<file path="src/rtl/fpw_pkg.sv">
// Shared types, constants and the planar palette of the framebuffer pixel writer.
// No dependencies; the core, front, queue and back files refer to it by scoped names.

package fpw_pkg;

    localparam int FIXED_WIDTH = 640;
    localparam int QUEUE_DEPTH = 4;
    localparam int QUEUE_PTR_W = $clog2(QUEUE_DEPTH);
    localparam int QUEUE_CNT_W = $clog2(QUEUE_DEPTH + 1);

    localparam logic [1:0] MODE_LINEAR32 = 2'd0;
    localparam logic [1:0] MODE_RGB332   = 2'd1;
    localparam logic [1:0] MODE_PACKED24 = 2'd2;
    localparam logic [1:0] MODE_PLANAR4  = 2'd3;

    localparam logic [1:0] CFG_DISPLAY_MODE  = 2'd0;
    localparam logic [1:0] CFG_LINEAR_STRIDE = 2'd1;
    localparam logic [1:0] CFG_SWAP_RED_BLUE = 2'd2;

    localparam logic [13:0] STRIDE_RESET = 14'd640;

    localparam logic [2:0] COUNT_LINEAR  = 3'd4;
    localparam logic [2:0] COUNT_RGB332  = 3'd1;
    localparam logic [2:0] COUNT_PACKED  = 3'd3;
    localparam logic [2:0] COUNT_PLANAR  = 3'd1;

    localparam logic [23:0] PALETTE [16] = '{
        24'h000000, 24'h0000aa, 24'h00aa00, 24'h00aaaa,
        24'haa0000, 24'haa00aa, 24'haa5500, 24'haaaaaa,
        24'h555555, 24'h5555ff, 24'h55ff55, 24'h55ffff,
        24'hff5555, 24'hff55ff, 24'hffff55, 24'hffffff
    };

    localparam logic [7:0] PAL_LEVEL [4] = '{8'h00, 8'h55, 8'haa, 8'hff};

    typedef struct packed {
        logic [27:0] byte_offset;
        logic [31:0] write_data;
        logic [2:0]  byte_count;
        logic [7:0]  bit_mask;
        logic [3:0]  plane_color;
        logic        planar;
    } fpw_item_t;

    function automatic logic [1:0] level_of(input logic [7:0] b);
        logic [1:0] lvl;
        unique case (b)
            8'h55:   lvl = 2'd1;
            8'haa:   lvl = 2'd2;
            8'hff:   lvl = 2'd3;
            default: lvl = 2'd0;
        endcase
        return lvl;
    endfunction

endpackage

</file>
<file path="src/rtl/fpw_if.sv">
// Valid/ready channel interfaces for pixel words in and store words out.
// Depends on nothing.

interface fpw_pixel_if;
    logic        valid;
    logic        ready;
    logic [12:0] pixel_x;
    logic [12:0] pixel_y;
    logic [31:0] rgb_color;

    modport source (output valid, output pixel_x, output pixel_y, output rgb_color,
                    input ready);
    modport sink   (input valid, input pixel_x, input pixel_y, input rgb_color,
                    output ready);
endinterface

interface fpw_store_if;
    logic        valid;
    logic        ready;
    logic [27:0] byte_offset;
    logic [31:0] write_data;
    logic [2:0]  byte_count;
    logic [7:0]  bit_mask;
    logic [3:0]  plane_color;
    logic        reload_color;

    modport source (output valid, output byte_offset, output write_data,
                    output byte_count, output bit_mask, output plane_color,
                    output reload_color, input ready);
    modport sink   (input valid, input byte_offset, input write_data,
                    input byte_count, input bit_mask, input plane_color,
                    input reload_color, output ready);
endinterface

</file>
<file path="src/rtl/framebuffer_pixel_writer_core.sv">
// Top level of the framebuffer pixel writer: front, queue and back parts.
// Uses fpw_pkg, fpw_pixel_if, fpw_store_if, fpw_front, fpw_queue, fpw_back.
//
// Takes one pixel word (x, y, colour) per cycle while pixel.ready is high and
// gives one store word per pixel, in order: byte offset, data, byte count, bit
// mask, planar colour index and a reload flag for the planar colour registers.
// Sustained rate is one word per cycle while the output is not stalled. A
// pixel lands in the input register of the five-stage front pipe, four more
// stages follow (address multiply and per-channel differences, squares,
// palette distances, group minima), then it passes through the four-entry
// queue and the output register. Write the configuration only while no pixel
// is in flight; any write to a listed register drops the cached planar colour,
// so the next planar word reloads.

module framebuffer_pixel_writer_core (
    input  logic        clk,
    input  logic        rst_n,
    input  logic        cfg_we,
    input  logic [1:0]  cfg_index,
    input  logic [13:0] cfg_data,
    fpw_pixel_if.sink   pixel,
    fpw_store_if.source store
);

    logic               cfg_inval;
    logic               push;
    fpw_pkg::fpw_item_t push_item;
    logic               q_full;
    logic               pop;
    fpw_pkg::fpw_item_t q_item;
    logic               q_not_empty;

    fpw_front u_front (
        .clk       (clk),
        .rst_n     (rst_n),
        .cfg_we    (cfg_we),
        .cfg_index (cfg_index),
        .cfg_data  (cfg_data),
        .cfg_inval (cfg_inval),
        .pixel     (pixel),
        .push      (push),
        .push_item (push_item),
        .q_full    (q_full)
    );

    fpw_queue u_queue (
        .clk       (clk),
        .rst_n     (rst_n),
        .push      (push),
        .push_item (push_item),
        .full      (q_full),
        .pop       (pop),
        .pop_item  (q_item),
        .not_empty (q_not_empty)
    );

    fpw_back u_back (
        .clk         (clk),
        .rst_n       (rst_n),
        .cfg_inval   (cfg_inval),
        .q_not_empty (q_not_empty),
        .q_item      (q_item),
        .pop         (pop),
        .store       (store)
    );

endmodule

</file>
<file path="src/rtl/fpw_front.sv">
// Front part: configuration registers, pixel acceptance, address and data
// conversion and the pipelined nearest-palette search. Uses fpw_pkg, fpw_pixel_if.

module fpw_front (
    input  logic                 clk,
    input  logic                 rst_n,
    input  logic                 cfg_we,
    input  logic [1:0]           cfg_index,
    input  logic [13:0]          cfg_data,
    output logic                 cfg_inval,
    fpw_pixel_if.sink            pixel,
    output logic                 push,
    output fpw_pkg::fpw_item_t   push_item,
    input  logic                 q_full
);

    logic [1:0]  mode_reg;
    logic [13:0] stride_reg;
    logic        swap_reg;

    logic        advance;

    logic        s1_valid_reg;
    logic [12:0] s1_x_reg;
    logic [12:0] s1_y_reg;
    logic [31:0] s1_c_reg;

    logic                s2_valid_reg;
    fpw_pkg::fpw_item_t  s2_item_reg;
    fpw_pkg::fpw_item_t  s2_item_next;
    logic [7:0]          s2_adiff_reg [3][4];
    logic [7:0]          s2_adiff_next [3][4];

    logic                s3_valid_reg;
    fpw_pkg::fpw_item_t  s3_item_reg;
    logic [15:0]         s3_sq_reg [3][4];

    logic                s4_valid_reg;
    fpw_pkg::fpw_item_t  s4_item_reg;
    logic [17:0]         s4_dist_reg [16];
    logic [17:0]         s4_dist_next [16];

    logic                s5_valid_reg;
    fpw_pkg::fpw_item_t  s5_item_reg;
    logic [1:0]          s5_sub_reg [4];
    logic [17:0]         s5_best_reg [4];
    logic [1:0]          s5_sub_next [4];
    logic [17:0]         s5_best_next [4];

    logic [3:0]          final_idx;

    // configuration decode
    always_comb
    begin
        unique case (cfg_index)
            fpw_pkg::CFG_DISPLAY_MODE,
            fpw_pkg::CFG_LINEAR_STRIDE,
            fpw_pkg::CFG_SWAP_RED_BLUE: cfg_inval = cfg_we;
            default:                    cfg_inval = 1'b0;
        endcase
    end

    always_ff @(posedge clk or negedge rst_n)
    begin
        if (!rst_n)
        begin
            mode_reg   <= fpw_pkg::MODE_LINEAR32;
            stride_reg <= fpw_pkg::STRIDE_RESET;
            swap_reg   <= 1'b0;
        end
        else if (cfg_we)
        begin
            unique case (cfg_index)
                fpw_pkg::CFG_DISPLAY_MODE:  mode_reg   <= cfg_data[1:0];
                fpw_pkg::CFG_LINEAR_STRIDE: stride_reg <= cfg_data;
                fpw_pkg::CFG_SWAP_RED_BLUE: swap_reg   <= cfg_data[0];
                default:                    ;
            endcase
        end
    end

    // hold the whole pipe while the last stage cannot enter the queue
    assign advance     = !(s5_valid_reg && q_full);
    assign pixel.ready = advance;
    assign push        = s5_valid_reg && !q_full;

    always_ff @(posedge clk or negedge rst_n)
    begin
        if (!rst_n)
        begin
            s1_valid_reg <= 1'b0;
            s2_valid_reg <= 1'b0;
            s3_valid_reg <= 1'b0;
            s4_valid_reg <= 1'b0;
            s5_valid_reg <= 1'b0;
        end
        else if (advance)
        begin
            s1_valid_reg <= pixel.valid;
            s2_valid_reg <= s1_valid_reg;
            s3_valid_reg <= s2_valid_reg;
            s4_valid_reg <= s3_valid_reg;
            s5_valid_reg <= s4_valid_reg;
        end
    end

    // stage 2: offset, data, count, mask and per-channel distances to each level
    always_comb
    begin
        logic [27:0] y28;
        logic [27:0] x28;
        logic [7:0]  chan [3];
        y28     = 28'(s1_y_reg);
        x28     = 28'(s1_x_reg);
        chan[0] = s1_c_reg[23:16];
        chan[1] = s1_c_reg[15:8];
        chan[2] = s1_c_reg[7:0];
        s2_item_next.bit_mask    = 8'hff;
        s2_item_next.plane_color = 4'd0;
        s2_item_next.planar      = 1'b0;
        unique case (mode_reg)
            fpw_pkg::MODE_LINEAR32:
            begin
                s2_item_next.byte_offset = (y28 * 28'(stride_reg) + x28) << 2;
                s2_item_next.write_data  = swap_reg ?
                    {8'h00, s1_c_reg[7:0], s1_c_reg[15:8], s1_c_reg[23:16]} : s1_c_reg;
                s2_item_next.byte_count  = fpw_pkg::COUNT_LINEAR;
            end
            fpw_pkg::MODE_RGB332:
            begin
                s2_item_next.byte_offset = y28 * 28'(fpw_pkg::FIXED_WIDTH) + x28;
                s2_item_next.write_data  = {24'h0, s1_c_reg[23:21], s1_c_reg[15:13],
                                            s1_c_reg[7:6]};
                s2_item_next.byte_count  = fpw_pkg::COUNT_RGB332;
            end
            fpw_pkg::MODE_PACKED24:
            begin
                s2_item_next.byte_offset = y28 * 28'(fpw_pkg::FIXED_WIDTH * 3)
                                         + x28 * 28'd3;
                s2_item_next.write_data  = {8'h00, s1_c_reg[23:0]};
                s2_item_next.byte_count  = fpw_pkg::COUNT_PACKED;
            end
            default:
            begin
                s2_item_next.byte_offset = y28 * 28'(fpw_pkg::FIXED_WIDTH / 8)
                                         + 28'(s1_x_reg[12:3]);
                s2_item_next.write_data  = 32'h0000_00ff;
                s2_item_next.byte_count  = fpw_pkg::COUNT_PLANAR;
                s2_item_next.bit_mask    = 8'h80 >> s1_x_reg[2:0];
                s2_item_next.planar      = 1'b1;
            end
        endcase
        for (int ch = 0; ch < 3; ch++)
        begin
            for (int lv = 0; lv < 4; lv++)
            begin
                s2_adiff_next[ch][lv] = (chan[ch] >= fpw_pkg::PAL_LEVEL[lv]) ?
                    chan[ch] - fpw_pkg::PAL_LEVEL[lv] : fpw_pkg::PAL_LEVEL[lv] - chan[ch];
            end
        end
    end

    // stage 4: squared distance to every palette entry
    always_comb
    begin
        for (int i = 0; i < 16; i++)
        begin
            s4_dist_next[i] =
                18'(s3_sq_reg[0][fpw_pkg::level_of(fpw_pkg::PALETTE[i][23:16])])
              + 18'(s3_sq_reg[1][fpw_pkg::level_of(fpw_pkg::PALETTE[i][15:8])])
              + 18'(s3_sq_reg[2][fpw_pkg::level_of(fpw_pkg::PALETTE[i][7:0])]);
        end
    end

    // stage 5: best of each group of four, lowest index on ties
    always_comb
    begin
        for (int g = 0; g < 4; g++)
        begin
            s5_sub_next[g]  = 2'd0;
            s5_best_next[g] = s4_dist_reg[4 * g];
            for (int k = 1; k < 4; k++)
            begin
                if (s4_dist_reg[4 * g + k] < s5_best_next[g])
                begin
                    s5_sub_next[g]  = 2'(k);
                    s5_best_next[g] = s4_dist_reg[4 * g + k];
                end
            end
        end
    end

    // final pick across the four groups
    always_comb
    begin
        logic [17:0] best;
        final_idx = {2'd0, s5_sub_reg[0]};
        best      = s5_best_reg[0];
        for (int g = 1; g < 4; g++)
        begin
            if (s5_best_reg[g] < best)
            begin
                final_idx = {2'(g), s5_sub_reg[g]};
                best      = s5_best_reg[g];
            end
        end
        push_item             = s5_item_reg;
        push_item.plane_color = s5_item_reg.planar ? final_idx : 4'd0;
    end

    always_ff @(posedge clk)
    begin
        if (advance)
        begin
            s1_x_reg     <= pixel.pixel_x;
            s1_y_reg     <= pixel.pixel_y;
            s1_c_reg     <= pixel.rgb_color;
            s2_item_reg  <= s2_item_next;
            s2_adiff_reg <= s2_adiff_next;
            s3_item_reg  <= s2_item_reg;
            for (int ch = 0; ch < 3; ch++)
            begin
                for (int lv = 0; lv < 4; lv++)
                begin
                    s3_sq_reg[ch][lv] <= 16'(s2_adiff_reg[ch][lv]) *
                                         16'(s2_adiff_reg[ch][lv]);
                end
            end
            s4_item_reg  <= s3_item_reg;
            s4_dist_reg  <= s4_dist_next;
            s5_item_reg  <= s4_item_reg;
            s5_sub_reg   <= s5_sub_next;
            s5_best_reg  <= s5_best_next;
        end
    end

endmodule

</file>
<file path="src/rtl/fpw_queue.sv">
// Short word queue between the front and back parts.
// Uses fpw_pkg for the item type and depth.

module fpw_queue (
    input  logic                clk,
    input  logic                rst_n,
    input  logic                push,
    input  fpw_pkg::fpw_item_t  push_item,
    output logic                full,
    input  logic                pop,
    output fpw_pkg::fpw_item_t  pop_item,
    output logic                not_empty
);

    fpw_pkg::fpw_item_t                entry_reg [fpw_pkg::QUEUE_DEPTH];
    logic [fpw_pkg::QUEUE_PTR_W-1:0]   wr_ptr_reg;
    logic [fpw_pkg::QUEUE_PTR_W-1:0]   rd_ptr_reg;
    logic [fpw_pkg::QUEUE_CNT_W-1:0]   count_reg;
    logic [fpw_pkg::QUEUE_CNT_W-1:0]   count_next;

    assign full      = (count_reg == fpw_pkg::QUEUE_CNT_W'(fpw_pkg::QUEUE_DEPTH));
    assign not_empty = (count_reg != '0);
    assign pop_item  = entry_reg[rd_ptr_reg];

    always_comb
    begin
        count_next = count_reg;
        if (push && !pop)
        begin
            count_next = count_reg + 1'b1;
        end
        else if (pop && !push)
        begin
            count_next = count_reg - 1'b1;
        end
    end

    always_ff @(posedge clk or negedge rst_n)
    begin
        if (!rst_n)
        begin
            wr_ptr_reg <= '0;
            rd_ptr_reg <= '0;
            count_reg  <= '0;
        end
        else
        begin
            if (push)
            begin
                wr_ptr_reg <= wr_ptr_reg + 1'b1;
            end
            if (pop)
            begin
                rd_ptr_reg <= rd_ptr_reg + 1'b1;
            end
            count_reg <= count_next;
        end
    end

    always_ff @(posedge clk)
    begin
        if (push)
        begin
            entry_reg[wr_ptr_reg] <= push_item;
        end
    end

endmodule

</file>
<file path="src/rtl/fpw_back.sv">
// Back part: planar colour cache, reload decision and the output register.
// Uses fpw_pkg and fpw_store_if.

module fpw_back (
    input  logic                clk,
    input  logic                rst_n,
    input  logic                cfg_inval,
    input  logic                q_not_empty,
    input  fpw_pkg::fpw_item_t  q_item,
    output logic                pop,
    fpw_store_if.source         store
);

    logic               out_valid_reg;
    fpw_pkg::fpw_item_t out_item_reg;
    logic               out_reload_reg;
    logic               reload_next;
    logic               cache_valid_reg;
    logic [3:0]         cache_index_reg;

    assign pop = q_not_empty && (!out_valid_reg || store.ready);

    assign reload_next = q_item.planar &&
                         (!cache_valid_reg || (cache_index_reg != q_item.plane_color));

    always_ff @(posedge clk or negedge rst_n)
    begin
        if (!rst_n)
        begin
            out_valid_reg   <= 1'b0;
            cache_valid_reg <= 1'b0;
            cache_index_reg <= 4'd0;
        end
        else
        begin
            if (pop)
            begin
                out_valid_reg <= 1'b1;
            end
            else if (store.ready)
            begin
                out_valid_reg <= 1'b0;
            end
            if (cfg_inval)
            begin
                cache_valid_reg <= 1'b0;
            end
            else if (pop && q_item.planar)
            begin
                cache_valid_reg <= 1'b1;
                cache_index_reg <= q_item.plane_color;
            end
        end
    end

    always_ff @(posedge clk)
    begin
        if (pop)
        begin
            out_item_reg   <= q_item;
            out_reload_reg <= reload_next;
        end
    end

    assign store.valid        = out_valid_reg;
    assign store.byte_offset  = out_item_reg.byte_offset;
    assign store.write_data   = out_item_reg.write_data;
    assign store.byte_count   = out_item_reg.byte_count;
    assign store.bit_mask     = out_item_reg.bit_mask;
    assign store.plane_color  = out_item_reg.plane_color;
    assign store.reload_color = out_reload_reg;

endmodule
</file>
<file path="src/flat_wrapper.sv">
// flat-port wrapper written by rule: the top's interface ports become plain ports
module framebuffer_pixel_writer_core_flat 
  (clk, rst_n, cfg_we, cfg_index, cfg_data, pixel_valid, pixel_pixel_x, pixel_pixel_y, pixel_rgb_color, pixel_ready, store_valid, store_byte_offset, store_write_data, store_byte_count, store_bit_mask, store_plane_color, store_reload_color, store_ready);
  fpw_pixel_if pixel_i ();
  fpw_store_if store_i ();
  input  logic clk;
  input  logic rst_n;
  input  logic cfg_we;
  input  logic [1:0] cfg_index;
  input  logic [13:0] cfg_data;
  input wire logic [$bits(pixel_i.valid)-1:0] pixel_valid;
  input wire logic [$bits(pixel_i.pixel_x)-1:0] pixel_pixel_x;
  input wire logic [$bits(pixel_i.pixel_y)-1:0] pixel_pixel_y;
  input wire logic [$bits(pixel_i.rgb_color)-1:0] pixel_rgb_color;
  output wire logic [$bits(pixel_i.ready)-1:0] pixel_ready;
  output wire logic [$bits(store_i.valid)-1:0] store_valid;
  output wire logic [$bits(store_i.byte_offset)-1:0] store_byte_offset;
  output wire logic [$bits(store_i.write_data)-1:0] store_write_data;
  output wire logic [$bits(store_i.byte_count)-1:0] store_byte_count;
  output wire logic [$bits(store_i.bit_mask)-1:0] store_bit_mask;
  output wire logic [$bits(store_i.plane_color)-1:0] store_plane_color;
  output wire logic [$bits(store_i.reload_color)-1:0] store_reload_color;
  input wire logic [$bits(store_i.ready)-1:0] store_ready;
  assign pixel_i.valid = pixel_valid;
  assign pixel_i.pixel_x = pixel_pixel_x;
  assign pixel_i.pixel_y = pixel_pixel_y;
  assign pixel_i.rgb_color = pixel_rgb_color;
  assign pixel_ready = pixel_i.ready;
  assign store_valid = store_i.valid;
  assign store_byte_offset = store_i.byte_offset;
  assign store_write_data = store_i.write_data;
  assign store_byte_count = store_i.byte_count;
  assign store_bit_mask = store_i.bit_mask;
  assign store_plane_color = store_i.plane_color;
  assign store_reload_color = store_i.reload_color;
  assign store_i.ready = store_ready;
  framebuffer_pixel_writer_core u_core (.clk(clk), .rst_n(rst_n), .cfg_we(cfg_we), .cfg_index(cfg_index), .cfg_data(cfg_data), .pixel(pixel_i), .store(store_i));
endmodule
</file>
<file path="config.mk">
export PLATFORM = sky130hd
export DESIGN_NAME = framebuffer_pixel_writer_core_flat
export DESIGN_NICKNAME = d
export VERILOG_FILES = /design/src/rtl/fpw_pkg.sv /design/src/rtl/fpw_if.sv /design/src/rtl/framebuffer_pixel_writer_core.sv /design/src/rtl/fpw_front.sv /design/src/rtl/fpw_queue.sv /design/src/rtl/fpw_back.sv /design/src/flat_wrapper.sv
export SDC_FILE = /design/constraint.sdc
export NUM_CORES = 2
export LEC_CHECK = 0
export BUFFER_PORTS_ARGS = -buffer_cell sky130_fd_sc_hd__buf_2
export CORE_MARGIN = 2
export CORE_UTILIZATION = 69
export DETAILED_ROUTE_END_ITERATION = 10
export PLACE_DENSITY = 0.86
export SYNTH_ARGS = -nofsm -noshare
export SYNTH_HDL_FRONTEND = slang
export SYNTH_HIERARCHICAL = 1
export SYNTH_SLANG_ARGS = --single-unit
</file>
<file path="constraint.sdc">
create_clock -name clk -period 51 [get_ports clk]
set_input_delay 5.1 -clock clk [delete_from_list [all_inputs] [get_ports clk]]
set_output_delay 5.1 -clock clk [all_outputs]
set_load 0.02 [all_outputs]
</file>
==> flow_summary.json <==
{
  "cts_htree_levels": 4,
  "multiInputGateArea_um2": 52200,
  "clock_skew_ns": 0.0464,
  "grt.total_usage_pct": 35.5,
  "endpoint_kind": "primary output",
  "timing.final.crit_share_pct": 15.2,
  "totalWireLength_um": 255000,
  "pin_count": 157,
  "nNetsFinal": 10219,
  "clock_sinks": 1387,
  "syn2layout_area_growth_pct": 8.02,
  "syn-instance-count": 8301,
  "routed_via_density": 6.40,
  "synth_largest_area_cell": "edfxtp_1",
  "relSlewSlack_pct": 17.7,
  "synthFlopType": "edfxtp_1",
  "crit_chain": "nor3b_1 -> nand2_4 -> buf_2",
  "synth.distinct_cells": 88,
  "place_congestion": 0.980,
  "hp-class": "flip-flop to flip-flop",
  "slowest_delay_ns": 0.63,
  "min_period_ns": 7.76,
  "first_iter_violations": 7467,
  "fp.dieW_um": 380,
  "synth_top_area_share_pct": 41.6,
  "rows": 138,
  "start_util_pct": 69.2,
  "rsz0062_at_grt": "false",
  "dr.pass1.iters": 6,
  "setup_viol_count_final": 0,
  "die-area_um2": 145000,
  "final_cell_mix": "1352 x edfxtp_1, 1139 x ha_1, 899 x inv_1",
  "hold-path-cell-count": 0,
  "vias": 67167,
  "layout-drive-gt1-share_pct": 7.48,
  "ys_async_sr_fraction_pct": 2.52,
  "post-route-util_pct": 74.8,
  "cp.required_ns": 45.90,
  "cap_violations": 0,
  "grt_pass1_wl_um": 392000,
  "clk_pin_slew_ns": 0.06,
  "fillers": 8647,
  "critPathLaunchType": "flip-flop",
  "cp_max_fo": 73,
  "wl_per_cell_um": 24.3,
  "critical_path_class": "flip-flop to primary output",
  "coreArea_um2": 141000,
  "netlist_area_um2": 97600,
  "detailed_place_hpwl_um": 185000,
  "post-cts-setup-buffer-count": 0,
  "crit_arrival_ns": 2.66,
  "cts_buffers": 146,
  "yosysSeqAreaShare_pct": 42.5,
  "slowest_stage": "nand2_4",
  "clk_latency_ns": 0.81,
  "fin_setup_tns_ns": 0,
  "root_buffer": "clkbuf_16",
  "largest_register_ffs": 304,
  "synth.area.top_cells": "edfxtp_1 42%, ha_1 15%, fa_1 11%, xnor2_1 3.5%, inv_1 3.5%",
  "yosys_warnings": 6,
  "ys_ff_latch": 1387,
  "syn_area_per_cell_um2": 11.8,
  "portBuffers": 156,
  "hold_violations": 0,
  "slew_viol_final": 0,
  "regArea_um2": 41500,
  "layout_commonest_cell": "edfxtp_1",
  "status": "completed",
  "max_freq_mhz": 129,
  "worstRegToRegCells": 26,
  "synth_edf_count": 1352,
  "overflow": 0,
  "grt_max_degree": 158,
  "post_cts_resize_count": 0,
  "cts_buffer_depth": 3,
  "worst_pin_slew_ns": 1.23,
  "antenna_found_initial": 11,
  "grt_pass1_vias": 68817,
  "hold_buffers": 0,
  "antenna_left": 0,
  "drc": 0,
  "die_y_um": 380,
  "cts_tree": "done"
}
-- synth_stat cells, types with 84 or more instances --
master / n
a21o_1: 150
a21oi_1: 361
and2_1: 271
clkbuf_1: 131
edfxtp_1: 1352
fa_1: 513
ha_1: 1139
inv_1: 899
mux2i_1: 167
nand2_1: 545
nand3_1: 116
nor2_1: 526
nor2b_1: 115
nor3_1: 134
o21a_1: 84
o21ai_0: 282
xnor2_1: 395
xor2_1: 185
-- metal layers --
layer,vias up,wire length (um),track usage [%]
li1,29866,-,-
met1,32750,97000,46.5
met2,3671,119000,57.1
met3,876,24100,6.48
met4,4,14800,17.9
met5,-,24,0
-- path summary, 6_finish.rpt --
check	startpoint	to	slack [ns]
max	u_core/u_queue/count_reg[0]	pixel_ready	43.24
min	u_core/u_front/s4_item_reg[21]	u_core/u_front/push_item[21]	0.41
max reg2reg	u_core/u_front/s4_dist_reg[183]	u_core/u_front/s5_best_reg[36]	43.45
min reg2reg	u_core/u_front/s4_item_reg[21]	u_core/u_front/push_item[21]	0.41
max in group asynchronous	rst_n	u_core/u_queue/rd_ptr_reg[0]	45.61
min in group asynchronous	rst_n	u_core/u_front/s4_valid_reg	4.53
-- critical path: cells and delay by family, from the launching register on --
family	cells	cell delay, ns
buffers and inverters	1	0.39
DFF	1	0.43
and+or+nand+nor	2	1.03
-- area by class of cell --
class	count	share of cell area (%)
Multi-Input combinational cell	5848	49.4
Clock buffer	174	3.60
Antenna cell	4	0.00949
Sequential cell	1387	39.3
Timing Repair Buffer	202	1.08
Inverter	903	3.21
Tap cell	1890	2.24
Clock inverter	91	1.08
-- cells by family after synthesis --
family / synth area share, %
simple gates: 9.48
fa+ha+maj: 25.1
flops: 42.5
compound gates: 9.21
buf+inv: 4.22
xor+xnor: 5.20
mux: 4.28
other cells: 0.00384
-- metrics by stage --
step,std cells,hold slack [ns],cell area (um^2),worst slack [ns]
floorplan,8308,0.400,97700,24.33
global placement,10230,0.402,101000,43.87
detailed placement,10230,0.405,101000,43.56
CTS,10495,0.402,105000,43.16
global route,10496,0.407,105000,43.01
finish,10499,0.411,105000,43.24
Power is not shown: default switching activity piles up to over one toggle a cycle in this logic, so the estimate is an artifact.
